==> src/sv/bfspa_pkg.sv <==
// Shared types, codes and constants for the best-fit split page allocator.
package bfspa_pkg;

    localparam int ADDR_W          = 32;
    localparam int SIZE_W          = 21;
    localparam int SPL_W           = 5;
    localparam int STATUS_W        = 3;
    localparam int IN_TDATA_W      = 56;
    localparam int OUT_TDATA_W     = 32;
    localparam int CFG_INDEX_W     = 1;
    localparam int CFG_DATA_W      = 32;
    localparam int DEF_MAX_BLOCKS  = 64;
    localparam int DEF_PAGE_BYTES  = 4096;

    typedef enum logic
    {
        OP_ALLOC = 1'b0,
        OP_FREE  = 1'b1
    } op_t;

    typedef enum logic [STATUS_W-1:0]
    {
        ST_OK       = 3'd0,
        ST_NOFIT    = 3'd1,
        ST_FULL     = 3'd2,
        ST_ZERO     = 3'd3,
        ST_NOTFOUND = 3'd4
    } status_t;

    typedef enum logic [CFG_INDEX_W-1:0]
    {
        REG_REGION_BASE  = 1'b0,
        REG_REGION_PAGES = 1'b1
    } reg_index_t;

    typedef struct packed
    {
        logic    in_ready;
        logic    load;
        logic    init_wr;
        logic    scan_clear;
        logic    scan_step;
        logic    count_init;
        logic    count_step;
        logic    mul;
        logic    split_wr;
        logic    final_wr;
        logic    free_wr;
        logic    set_res;
        logic    res_base;
        status_t res_status;
        logic    out_load;
    } dp_cmd_t;

    typedef struct packed
    {
        logic init_pend;
        logic op_free;
        logic zero_req;
        logic scan_last;
        logic found;
        logic halve_ok;
        logic full;
        logic split_ok;
        logic out_busy;
    } dp_status_t;

endpackage

==> src/sv/bfspa_dp.sv <==
// Datapath: block table memory, scan, split arithmetic and result registers.
module bfspa_dp #(
    parameter int MAX_BLOCKS = bfspa_pkg::DEF_MAX_BLOCKS,
    parameter int PAGE_BYTES = bfspa_pkg::DEF_PAGE_BYTES
) (
    input  logic                                  clk,
    input  logic                                  rst_n,
    input  bfspa_pkg::dp_cmd_t                    cmd,
    output bfspa_pkg::dp_status_t                 status,
    input  logic                                  in_op,
    input  logic [bfspa_pkg::IN_TDATA_W-1:0]      in_data,
    input  logic                                  cfg_valid,
    input  logic [bfspa_pkg::CFG_INDEX_W-1:0]     cfg_index,
    input  logic [bfspa_pkg::CFG_DATA_W-1:0]      cfg_data,
    input  logic                                  out_ready,
    output logic                                  out_valid,
    output logic [bfspa_pkg::OUT_TDATA_W-1:0]     out_data,
    output logic [bfspa_pkg::STATUS_W-1:0]        out_user
);
    import bfspa_pkg::*;

    localparam int IDX_W = $clog2(MAX_BLOCKS);
    localparam int CNT_W = $clog2(MAX_BLOCKS + 1);
    localparam int SUM_W = ((CNT_W > SPL_W) ? CNT_W : SPL_W) + 1;
    localparam logic [ADDR_W-1:0] PAGE_MUL = ADDR_W'(PAGE_BYTES);
    localparam logic [SUM_W-1:0]  SUM_MAX  = SUM_W'(MAX_BLOCKS);

    logic [ADDR_W-1:0] mem_start [MAX_BLOCKS];
    logic [SIZE_W-1:0] mem_size  [MAX_BLOCKS];
    logic              mem_used  [MAX_BLOCKS];

    logic [ADDR_W-1:0] region_base_reg;
    logic [SIZE_W-1:0] region_pages_reg;
    logic              init_pend_reg;
    logic [CNT_W-1:0]  total_reg;
    logic [CNT_W-1:0]  cnt_reg;
    logic              rd_v_reg;
    logic              found_reg;
    logic              out_valid_reg;

    op_t               op_reg;
    logic [SIZE_W-1:0] n_reg;
    logic [ADDR_W-1:0] fa_reg;
    logic [IDX_W-1:0]  rd_idx_reg;
    logic [ADDR_W-1:0] rd_start_reg;
    logic [SIZE_W-1:0] rd_size_reg;
    logic              rd_used_reg;
    logic [IDX_W-1:0]  best_idx_reg;
    logic [SIZE_W-1:0] best_size_reg;
    logic [ADDR_W-1:0] best_start_reg;
    logic [SIZE_W-1:0] s_reg;
    logic [SPL_W-1:0]  splits_reg;
    logic [SIZE_W-1:0] old_reg;
    logic [SIZE_W-1:0] half_reg;
    logic [ADDR_W-1:0] prod_reg;
    logic [ADDR_W-1:0] res_addr_reg;
    status_t           res_status_reg;
    logic [ADDR_W-1:0] out_data_reg;
    status_t           out_user_reg;

    logic              wr_en;
    logic [IDX_W-1:0]  wr_addr;
    logic [ADDR_W-1:0] wr_start;
    logic [SIZE_W-1:0] wr_size;
    logic              wr_used;
    logic              hit_alloc;
    logic              hit_free;
    logic              hit;
    logic [SUM_W-1:0]  sum_total;

    always_comb
    begin
        wr_en    = 1'b0;
        wr_addr  = best_idx_reg;
        wr_start = best_start_reg;
        wr_size  = best_size_reg;
        wr_used  = 1'b0;
        if (cmd.init_wr)
        begin
            wr_en    = 1'b1;
            wr_addr  = '0;
            wr_start = region_base_reg;
            wr_size  = region_pages_reg;
        end
        else if (cmd.split_wr)
        begin
            wr_en    = 1'b1;
            wr_addr  = total_reg[IDX_W-1:0];
            wr_start = best_start_reg + prod_reg;
            wr_size  = old_reg - half_reg;
        end
        else if (cmd.final_wr)
        begin
            wr_en   = 1'b1;
            wr_size = old_reg;
            wr_used = 1'b1;
        end
        else if (cmd.free_wr)
        begin
            wr_en = 1'b1;
        end
    end

    always_ff @(posedge clk)
    begin
        if (wr_en)
        begin
            mem_start[wr_addr] <= wr_start;
            mem_size[wr_addr]  <= wr_size;
            mem_used[wr_addr]  <= wr_used;
        end
        rd_start_reg <= mem_start[cnt_reg[IDX_W-1:0]];
        rd_size_reg  <= mem_size[cnt_reg[IDX_W-1:0]];
        rd_used_reg  <= mem_used[cnt_reg[IDX_W-1:0]];
    end

    assign hit_alloc = !rd_used_reg && (rd_size_reg >= n_reg)
                       && (!found_reg || (rd_size_reg < best_size_reg));
    assign hit_free  = (rd_start_reg == fa_reg) && !found_reg;
    assign hit       = rd_v_reg && ((op_reg == OP_FREE) ? hit_free : hit_alloc);
    assign sum_total = SUM_W'(total_reg) + SUM_W'(splits_reg);

    always_ff @(posedge clk or negedge rst_n)
    begin
        if (!rst_n)
        begin
            region_base_reg  <= '0;
            region_pages_reg <= SIZE_W'(1024);
            init_pend_reg    <= 1'b1;
            total_reg        <= CNT_W'(1);
            cnt_reg          <= '0;
            rd_v_reg         <= 1'b0;
            found_reg        <= 1'b0;
            out_valid_reg    <= 1'b0;
        end
        else
        begin
            if (cfg_valid)
            begin
                if (cfg_index == REG_REGION_BASE)
                begin
                    region_base_reg <= cfg_data;
                end
                else
                begin
                    region_pages_reg <= cfg_data[SIZE_W-1:0];
                end
                init_pend_reg <= 1'b1;
            end
            else if (cmd.init_wr)
            begin
                init_pend_reg <= 1'b0;
            end

            if (cmd.init_wr)
            begin
                total_reg <= CNT_W'(1);
            end
            else if (cmd.split_wr)
            begin
                total_reg <= total_reg + CNT_W'(1);
            end

            if (cmd.scan_clear)
            begin
                cnt_reg   <= '0;
                found_reg <= 1'b0;
            end
            else
            begin
                if (cmd.scan_step)
                begin
                    cnt_reg <= cnt_reg + CNT_W'(1);
                end
                if (hit)
                begin
                    found_reg <= 1'b1;
                end
            end
            rd_v_reg <= cmd.scan_step;

            if (cmd.out_load)
            begin
                out_valid_reg <= 1'b1;
            end
            else if (out_ready)
            begin
                out_valid_reg <= 1'b0;
            end
        end
    end

    always_ff @(posedge clk)
    begin
        rd_idx_reg <= cnt_reg[IDX_W-1:0];
        if (cmd.load)
        begin
            op_reg <= op_t'(in_op);
            n_reg  <= in_data[SIZE_W-1:0];
            fa_reg <= in_data[SIZE_W +: ADDR_W];
        end
        if (hit)
        begin
            best_idx_reg   <= rd_idx_reg;
            best_size_reg  <= rd_size_reg;
            best_start_reg <= rd_start_reg;
        end
        if (cmd.count_init)
        begin
            s_reg      <= best_size_reg;
            splits_reg <= '0;
            old_reg    <= best_size_reg;
            half_reg   <= best_size_reg >> 1;
        end
        else
        begin
            if (cmd.count_step)
            begin
                s_reg      <= s_reg >> 1;
                splits_reg <= splits_reg + SPL_W'(1);
            end
            if (cmd.split_wr)
            begin
                old_reg  <= half_reg;
                half_reg <= half_reg >> 1;
            end
        end
        if (cmd.mul)
        begin
            prod_reg <= ADDR_W'(half_reg) * PAGE_MUL;
        end
        if (cmd.set_res)
        begin
            res_addr_reg   <= cmd.res_base ? best_start_reg : '0;
            res_status_reg <= cmd.res_status;
        end
        if (cmd.out_load)
        begin
            out_data_reg <= res_addr_reg;
            out_user_reg <= res_status_reg;
        end
    end

    assign status.init_pend = init_pend_reg;
    assign status.op_free   = (op_reg == OP_FREE);
    assign status.zero_req  = (n_reg == '0);
    assign status.scan_last = (cnt_reg == (total_reg - CNT_W'(1)));
    assign status.found     = found_reg;
    assign status.halve_ok  = ((s_reg >> 1) >= n_reg);
    assign status.full      = (sum_total > SUM_MAX);
    assign status.split_ok  = (half_reg >= n_reg);
    assign status.out_busy  = out_valid_reg && !out_ready;

    assign out_valid = out_valid_reg;
    assign out_data  = out_data_reg;
    assign out_user  = out_user_reg;

endmodule

==> src/sv/bfspa_ctrl.sv <==
// Controller state machine: sequences scan, split count, splits and the response.
module bfspa_ctrl (
    input  logic                  clk,
    input  logic                  rst_n,
    input  logic                  in_valid,
    input  bfspa_pkg::dp_status_t status,
    output bfspa_pkg::dp_cmd_t    cmd
);
    import bfspa_pkg::*;

    typedef enum logic [7:0]
    {
        S_IDLE     = 8'b0000_0001,
        S_SCAN     = 8'b0000_0010,
        S_SCAN_END = 8'b0000_0100,
        S_CHECK    = 8'b0000_1000,
        S_COUNT    = 8'b0001_0000,
        S_MUL      = 8'b0010_0000,
        S_WR       = 8'b0100_0000,
        S_RESP     = 8'b1000_0000
    } state_t;

    state_t state_reg;
    state_t state_next;

    always_comb
    begin
        cmd        = '0;
        state_next = state_reg;
        unique case (state_reg)
            S_IDLE:
            begin
                if (status.init_pend)
                begin
                    cmd.init_wr = 1'b1;
                end
                else
                begin
                    cmd.in_ready = 1'b1;
                    if (in_valid)
                    begin
                        cmd.load       = 1'b1;
                        cmd.scan_clear = 1'b1;
                        state_next     = S_SCAN;
                    end
                end
            end
            S_SCAN:
            begin
                if (!status.op_free && status.zero_req)
                begin
                    cmd.set_res    = 1'b1;
                    cmd.res_status = ST_ZERO;
                    state_next     = S_RESP;
                end
                else
                begin
                    cmd.scan_step = 1'b1;
                    if (status.scan_last)
                    begin
                        state_next = S_SCAN_END;
                    end
                end
            end
            S_SCAN_END:
            begin
                state_next = S_CHECK;
            end
            S_CHECK:
            begin
                if (status.op_free)
                begin
                    cmd.set_res = 1'b1;
                    state_next  = S_RESP;
                    if (status.found)
                    begin
                        cmd.free_wr    = 1'b1;
                        cmd.res_status = ST_OK;
                    end
                    else
                    begin
                        cmd.res_status = ST_NOTFOUND;
                    end
                end
                else if (!status.found)
                begin
                    cmd.set_res    = 1'b1;
                    cmd.res_status = ST_NOFIT;
                    state_next     = S_RESP;
                end
                else
                begin
                    cmd.count_init = 1'b1;
                    state_next     = S_COUNT;
                end
            end
            S_COUNT:
            begin
                if (status.halve_ok)
                begin
                    cmd.count_step = 1'b1;
                end
                else if (status.full)
                begin
                    cmd.set_res    = 1'b1;
                    cmd.res_status = ST_FULL;
                    state_next     = S_RESP;
                end
                else
                begin
                    state_next = S_MUL;
                end
            end
            S_MUL:
            begin
                if (status.split_ok)
                begin
                    cmd.mul    = 1'b1;
                    state_next = S_WR;
                end
                else
                begin
                    cmd.final_wr   = 1'b1;
                    cmd.set_res    = 1'b1;
                    cmd.res_base   = 1'b1;
                    cmd.res_status = ST_OK;
                    state_next     = S_RESP;
                end
            end
            S_WR:
            begin
                cmd.split_wr = 1'b1;
                state_next   = S_MUL;
            end
            S_RESP:
            begin
                if (!status.out_busy)
                begin
                    cmd.out_load = 1'b1;
                    state_next   = S_IDLE;
                end
            end
            default:
            begin
                state_next = S_IDLE;
            end
        endcase
    end

    always_ff @(posedge clk or negedge rst_n)
    begin
        if (!rst_n)
        begin
            state_reg <= S_IDLE;
        end
        else
        begin
            state_reg <= state_next;
        end
    end

endmodule

==> src/sv/best_fit_split_page_allocator.sv <==
// Top level of the best-fit split page allocator.
//
//  channel   direction  handshake                word contents (low bit first)
//  s_axis    in         s_axis_tvalid/tready     tdata: page_count, free_address; tuser: op
//  m_axis    out        m_axis_tvalid/tready     tdata: block_address; tuser: status
//  cfg       in         cfg_valid/cfg_ready      cfg_index: register, cfg_data: value
//
//  A free or an allocate answers after a one-entry-per-cycle scan of the table memory; a
//  successful allocate then counts its splits and runs the multiply-then-write step of
//  each split. A zero-page allocate answers without a scan. One word is in work at a time.
//  After reset and after each cfg write, table entry 0 is rewritten before the next word
//  is accepted. A stalled result does not block the next accept.
module best_fit_split_page_allocator #(
    parameter int MAX_BLOCKS = bfspa_pkg::DEF_MAX_BLOCKS,
    parameter int PAGE_BYTES = bfspa_pkg::DEF_PAGE_BYTES
) (
    input  logic                               clk,
    input  logic                               rst_n,
    input  logic                               s_axis_tvalid,
    output logic                               s_axis_tready,
    input  logic [bfspa_pkg::IN_TDATA_W-1:0]   s_axis_tdata,  // page_count, free_address
    input  logic                               s_axis_tuser,  // operation
    output logic                               m_axis_tvalid,
    input  logic                               m_axis_tready,
    output logic [bfspa_pkg::OUT_TDATA_W-1:0]  m_axis_tdata,  // block_address
    output logic [bfspa_pkg::STATUS_W-1:0]     m_axis_tuser,  // status
    input  logic                               cfg_valid,
    output logic                               cfg_ready,
    input  logic [bfspa_pkg::CFG_INDEX_W-1:0]  cfg_index,
    input  logic [bfspa_pkg::CFG_DATA_W-1:0]   cfg_data
);
    import bfspa_pkg::*;

    dp_cmd_t    cmd;
    dp_status_t status;

    bfspa_ctrl u_ctrl (
        .clk      (clk),
        .rst_n    (rst_n),
        .in_valid (s_axis_tvalid),
        .status   (status),
        .cmd      (cmd)
    );

    bfspa_dp #(
        .MAX_BLOCKS (MAX_BLOCKS),
        .PAGE_BYTES (PAGE_BYTES)
    ) u_dp (
        .clk       (clk),
        .rst_n     (rst_n),
        .cmd       (cmd),
        .status    (status),
        .in_op     (s_axis_tuser),
        .in_data   (s_axis_tdata),
        .cfg_valid (cfg_valid),
        .cfg_index (cfg_index),
        .cfg_data  (cfg_data),
        .out_ready (m_axis_tready),
        .out_valid (m_axis_tvalid),
        .out_data  (m_axis_tdata),
        .out_user  (m_axis_tuser)
    );

    assign s_axis_tready = cmd.in_ready;
    assign cfg_ready     = 1'b1;

    a_split_after_mul: assert property (@(posedge clk) disable iff (!rst_n)
        cmd.split_wr |-> $past(cmd.mul))
        else $error("split write without a preceding product");

    a_one_in_flight: assert property (@(posedge clk) disable iff (!rst_n)
        (s_axis_tvalid && s_axis_tready) |=> !s_axis_tready)
        else $error("second word accepted while one is in work");

    a_error_addr_zero: assert property (@(posedge clk) disable iff (!rst_n)
        (m_axis_tvalid && (m_axis_tuser != ST_OK)) |-> (m_axis_tdata == '0))
        else $error("error result carries a nonzero address");

endmodule

==> config.mk <==
export PLATFORM = sky130hd
export DESIGN_NAME = best_fit_split_page_allocator
export DESIGN_NICKNAME = d
export VERILOG_FILES = /design/src/sv/bfspa_pkg.sv /design/src/sv/bfspa_dp.sv /design/src/sv/bfspa_ctrl.sv /design/src/sv/best_fit_split_page_allocator.sv
export SDC_FILE = /design/constraint.sdc
export NUM_CORES = 2
export LEC_CHECK = 0
export BUFFER_PORTS_ARGS = -buffer_cell sky130_fd_sc_hd__buf_2
export CAP_MARGIN = 5
export CELL_PAD_IN_SITES_DETAIL_PLACEMENT = 1
export CELL_PAD_IN_SITES_GLOBAL_PLACEMENT = 1
export CORE_ASPECT_RATIO = 1.75
export CORE_MARGIN = 2
export CORE_UTILIZATION = 40
export CTS_CLUSTER_SIZE = 40
export DETAILED_ROUTE_END_ITERATION = 8
export HOLD_SLACK_MARGIN = 0.15
export PLACE_DENSITY = 0.58
export SYNTH_ARGS = -nofsm -noshare
export SYNTH_HDL_FRONTEND = slang
export SYNTH_SLANG_ARGS = --single-unit
==> constraint.sdc <==
create_clock -name clk -period 8.5 [get_ports clk]
set_clock_uncertainty 0.15 [all_clocks]
set_input_delay 0.85 -clock clk [delete_from_list [all_inputs] [get_ports clk]]
set_output_delay 0.85 -clock clk [all_outputs]
set_load 0.05 [all_outputs]
==> results.json <==
{
  "synth-compound-area-share": 0.0134,
  "relSlewSlack": 0.166,
  "hold_path.class": "flip-flop to flip-flop",
  "cp_cell_sequence": "ha_1, and3_1, and3_1, a2111oi_0, a41oi_1, nor3_2, or3_1, nand3_1, nor2_4, buf_12",
  "synth.avg_cell_area_um2": 23.0,
  "synth_edf_count": 3700,
  "ir_drop_uv": 207,
  "nets": 7193,
  "final_antenna_net_count": 0,
  "synth-seq-cells": 3844,
  "powerDensity_nw_per_um2": 324,
  "cts_sinks": 3844,
  "grt_pass1_vias": 75600,
  "startpoint": "u_dp.half_reg[6]$_DFFE_PP_",
  "startpoint_type": "flip-flop",
  "yosys.area_share.simple": 0.0166,
  "synth_area_leaders": "edfxtp_1 (74%), mux4_2 (17%), dfrtp_1 (1.3%)",
  "largest_reg_flops": 2048,
  "regArea_um2": 114000,
  "p_leak_nw": 52.7,
  "critPathMaxStageDelay_ns": 1.07,
  "worstReg2RegEnd": "u_dp.mem_size[34][12]$_DFFE_PP_",
  "cts-buffers-inserted": 358,
  "fmaxAchievable_mhz": 158,
  "ctsHtreeMaxLevel": 5,
  "drive_above_1_share": 0.299,
  "fp.coreArea_um2": 371000,
  "yosysTopAreaCellShare": 0.745,
  "overflow": 0,
  "grt_pass1_wl_um": 600000,
  "multiInputGateArea_um2": 34100,
  "synthMuxAreaShare": 0.176,
  "cts_tree": "built",
  "tightest_slew_ns": 1.25,
  "die_height_um": 812,
  "cap_viol_max_count": 0,
  "yosysMostFrequentCell": "edfxtp_1",
  "hpwl_um": 253000,
  "clkLatencyLatePin_ns": 0.94,
  "setup_ws_ns": 2.18,
  "rr_startpoint": "u_dp.half_reg[6]$_DFFE_PP_",
  "synth_area_leader_cell": "edfxtp_1",
  "synth-main-ff-cell": "edfxtp_1",
  "min_delay_path_depth": 0,
  "yosysSeqAreaShare": 0.767,
  "die_x_um": 466,
  "gp_congestion": 0.858,
  "root_buffer": "clkbuf_16",
  "netlist_area_um2": 149000,
  "die_area_um2": 378000,
  "cp-end-kind": "flip-flop",
  "wl_per_cell_um": 35.1,
  "dr.pass1.iters": 7,
  "crit_fanout": 38,
  "pre_cts_slack_ns": 2.15,
  "drtIter0Drc": 7135,
  "grt_max_degree": 136,
  "worstPathArrival_ns": 6.70,
  "grt_util_all_layers": 0.226,
  "area_growth_pct": 14.0,
  "report.final.slew_viol_count": 0,
  "reg2regPathDepth": 10,
  "rsz0062_at_grt": "no",
  "period_share": 0.743,
  "vias": 70700,
  "r2r_slack_ns": 2.18,
  "crit_top_cell": "and3_1",
  "port_buffers": 128,
  "path_class": "flip-flop to flip-flop",
  "synth_warnings": 0,
  "critPathSlowestCell": "nor2_4",
  "timing.final.crit_period_ns": 6.32,
  "critical_path.endpoint": "u_dp.mem_size[34][12]$_DFFE_PP_",
  "status": "finished, final reports clean",
  "vias_per_cell": 5.81,
  "num_rows": 296,
  "boundaryPins": 133,
  "syn_inst": 6491,
  "routed_wl_um": 428000,
  "clkSlewWorstSetupHoldPaths_ns": 0.07,
  "max_flop_register": "u_dp.mem_start",
  "synth_xor_area_frac": 0.00493,
  "synth_fa_ha_area_frac": 0.0112,
  "async_flop_share": 0.0206,
  "synthTopCellsByCount": "edfxtp_1 (3700), mux4_2 (1134), clkbuf_1 (200)",
  "ys_types": 71,
  "cts.path.max_buffers": 4,
  "cp.required_ns": 8.89,
  "syn_nets": 6718,
  "hold_viol": 0,
  "p_total_mw": 55.1,
  "route.detailed.drc": 0,
  "synth_top_family_by_area": "multiplexers",
  "fin_tns_setup_ns": 0,
  "initial_utilization": 0.402,
  "reg_top3": "u_dp.mem_start (2048), u_dp.mem_size (1344), u_dp.mem_used (64)",
  "antenna_found_initial": 39,
  "fillers": 33300,
  "setup_viol": 0
}
-- critical path: cells and delay by family, from the launching register on --
family / cells / cell delay (ns)
simple gates: 6 / 3.18
buf+inv: 1 / 0.39
compound gates: 2 / 1.23
flops: 1 / 0.48
fa+ha+maj: 1 / 0.35
-- how the worst min path moves through the flow --
stage                                start                                    to  slack (ns)
2_1_floorplan  u_dp.cnt_reg[3]$_DFFE_PN0P_            u_dp.rd_idx_reg[3]$_DFF_P_        0.19
3_3_place_gp    u_dp.rd_idx_reg[4]$_DFF_P_        u_dp.best_idx_reg[4]$_DFFE_PP_        0.24
3_5_place_dp    u_dp.rd_idx_reg[2]$_DFF_P_        u_dp.best_idx_reg[2]$_DFFE_PP_        0.24
4_1_cts                       cfg_data[28]  u_dp.region_base_reg[28]$_DFFE_PN0P_        0.17
5_1_grt                       cfg_data[30]  u_dp.region_base_reg[30]$_DFFE_PN0P_        0.24
6_report        u_dp.rd_idx_reg[3]$_DFF_P_        u_dp.best_idx_reg[3]$_DFFE_PP_        0.25
-- per-layer routing --
| metal | part of all wire | global-route usage |
|---|---|---|
| met1 | 0.38 | 0.286 |
| met2 | 0.53 | 0.406 |
| met3 | 0.057 | 0.0316 |
| met4 | 0.029 | 0.0613 |
| met5 | 0.00018 | 0 |
-- cell usage in the layout (no fill, tap or decap), drive strengths merged, types with 14 or more instances in the layout --
cell            n
edfxtp       3700
clkinv        127
ha            129
mux2i          18
nand2b         20
clkbuf        468
and2           34
a22oi          14
mux2           53
nand2         174
xor2           35
bufinv         30
dlygate4sd3    84
and3           15
nor2b          15
dfrtp          75
a21oi          88
a21o           40
inv            85
o21ai          80
buf           342
mux4         1134
nor2          146
xnor2          49
nand4          27
dfxtp          65
o22ai          15
nand3          18
-- power breakdown --
part | switching (mW) | internal (mW)
Sequential | 0.807 | 24.5
Combinational | 8.72 | 4.99
Clock | 7.08 | 8.99
-- repair_timing --
action	CTS	global route
resized for setup	0	0
hold buffers	84	0
setup buffers	0	0
endpoints found under the hold margin	118	0
-- layout make-up --
class                           count  share of cell area
Sequential cell                  3844               0.673
Multi-Input combinational cell   2258               0.201
Clock buffer                      468              0.0572
Tap cell                         4917              0.0362
Timing Repair Buffer              426              0.0218
Clock inverter                    177             0.00980
Inverter                           78             0.00172
Antenna cell                        7            0.000103
-- kinds of logic (layout without fill, tap and decap cells) --
family,after synthesis,after routing
flops,3844,3844
compound gates,319,319
simple gates,517,517
xor+xnor,84,84
fa+ha+maj,132,132
other cells,1,8
mux,1205,1205
buf+inv,389,1149
-- through the flow --
stage	utilization	area (um^2)	hold slack, ns	instances
2_1_floorplan	-	149000	0.192	6491
3_3_place_gp	0.425	158000	0.236	11400
3_5_place_dp	0.425	158000	0.240	11400
4_1_cts	0.458	170000	0.168	12200
5_1_grt	0.458	170000	0.245	12200
6_report	0.458	170000	0.245	12200
No activity file was read; power rests on OpenSTA's default activity.
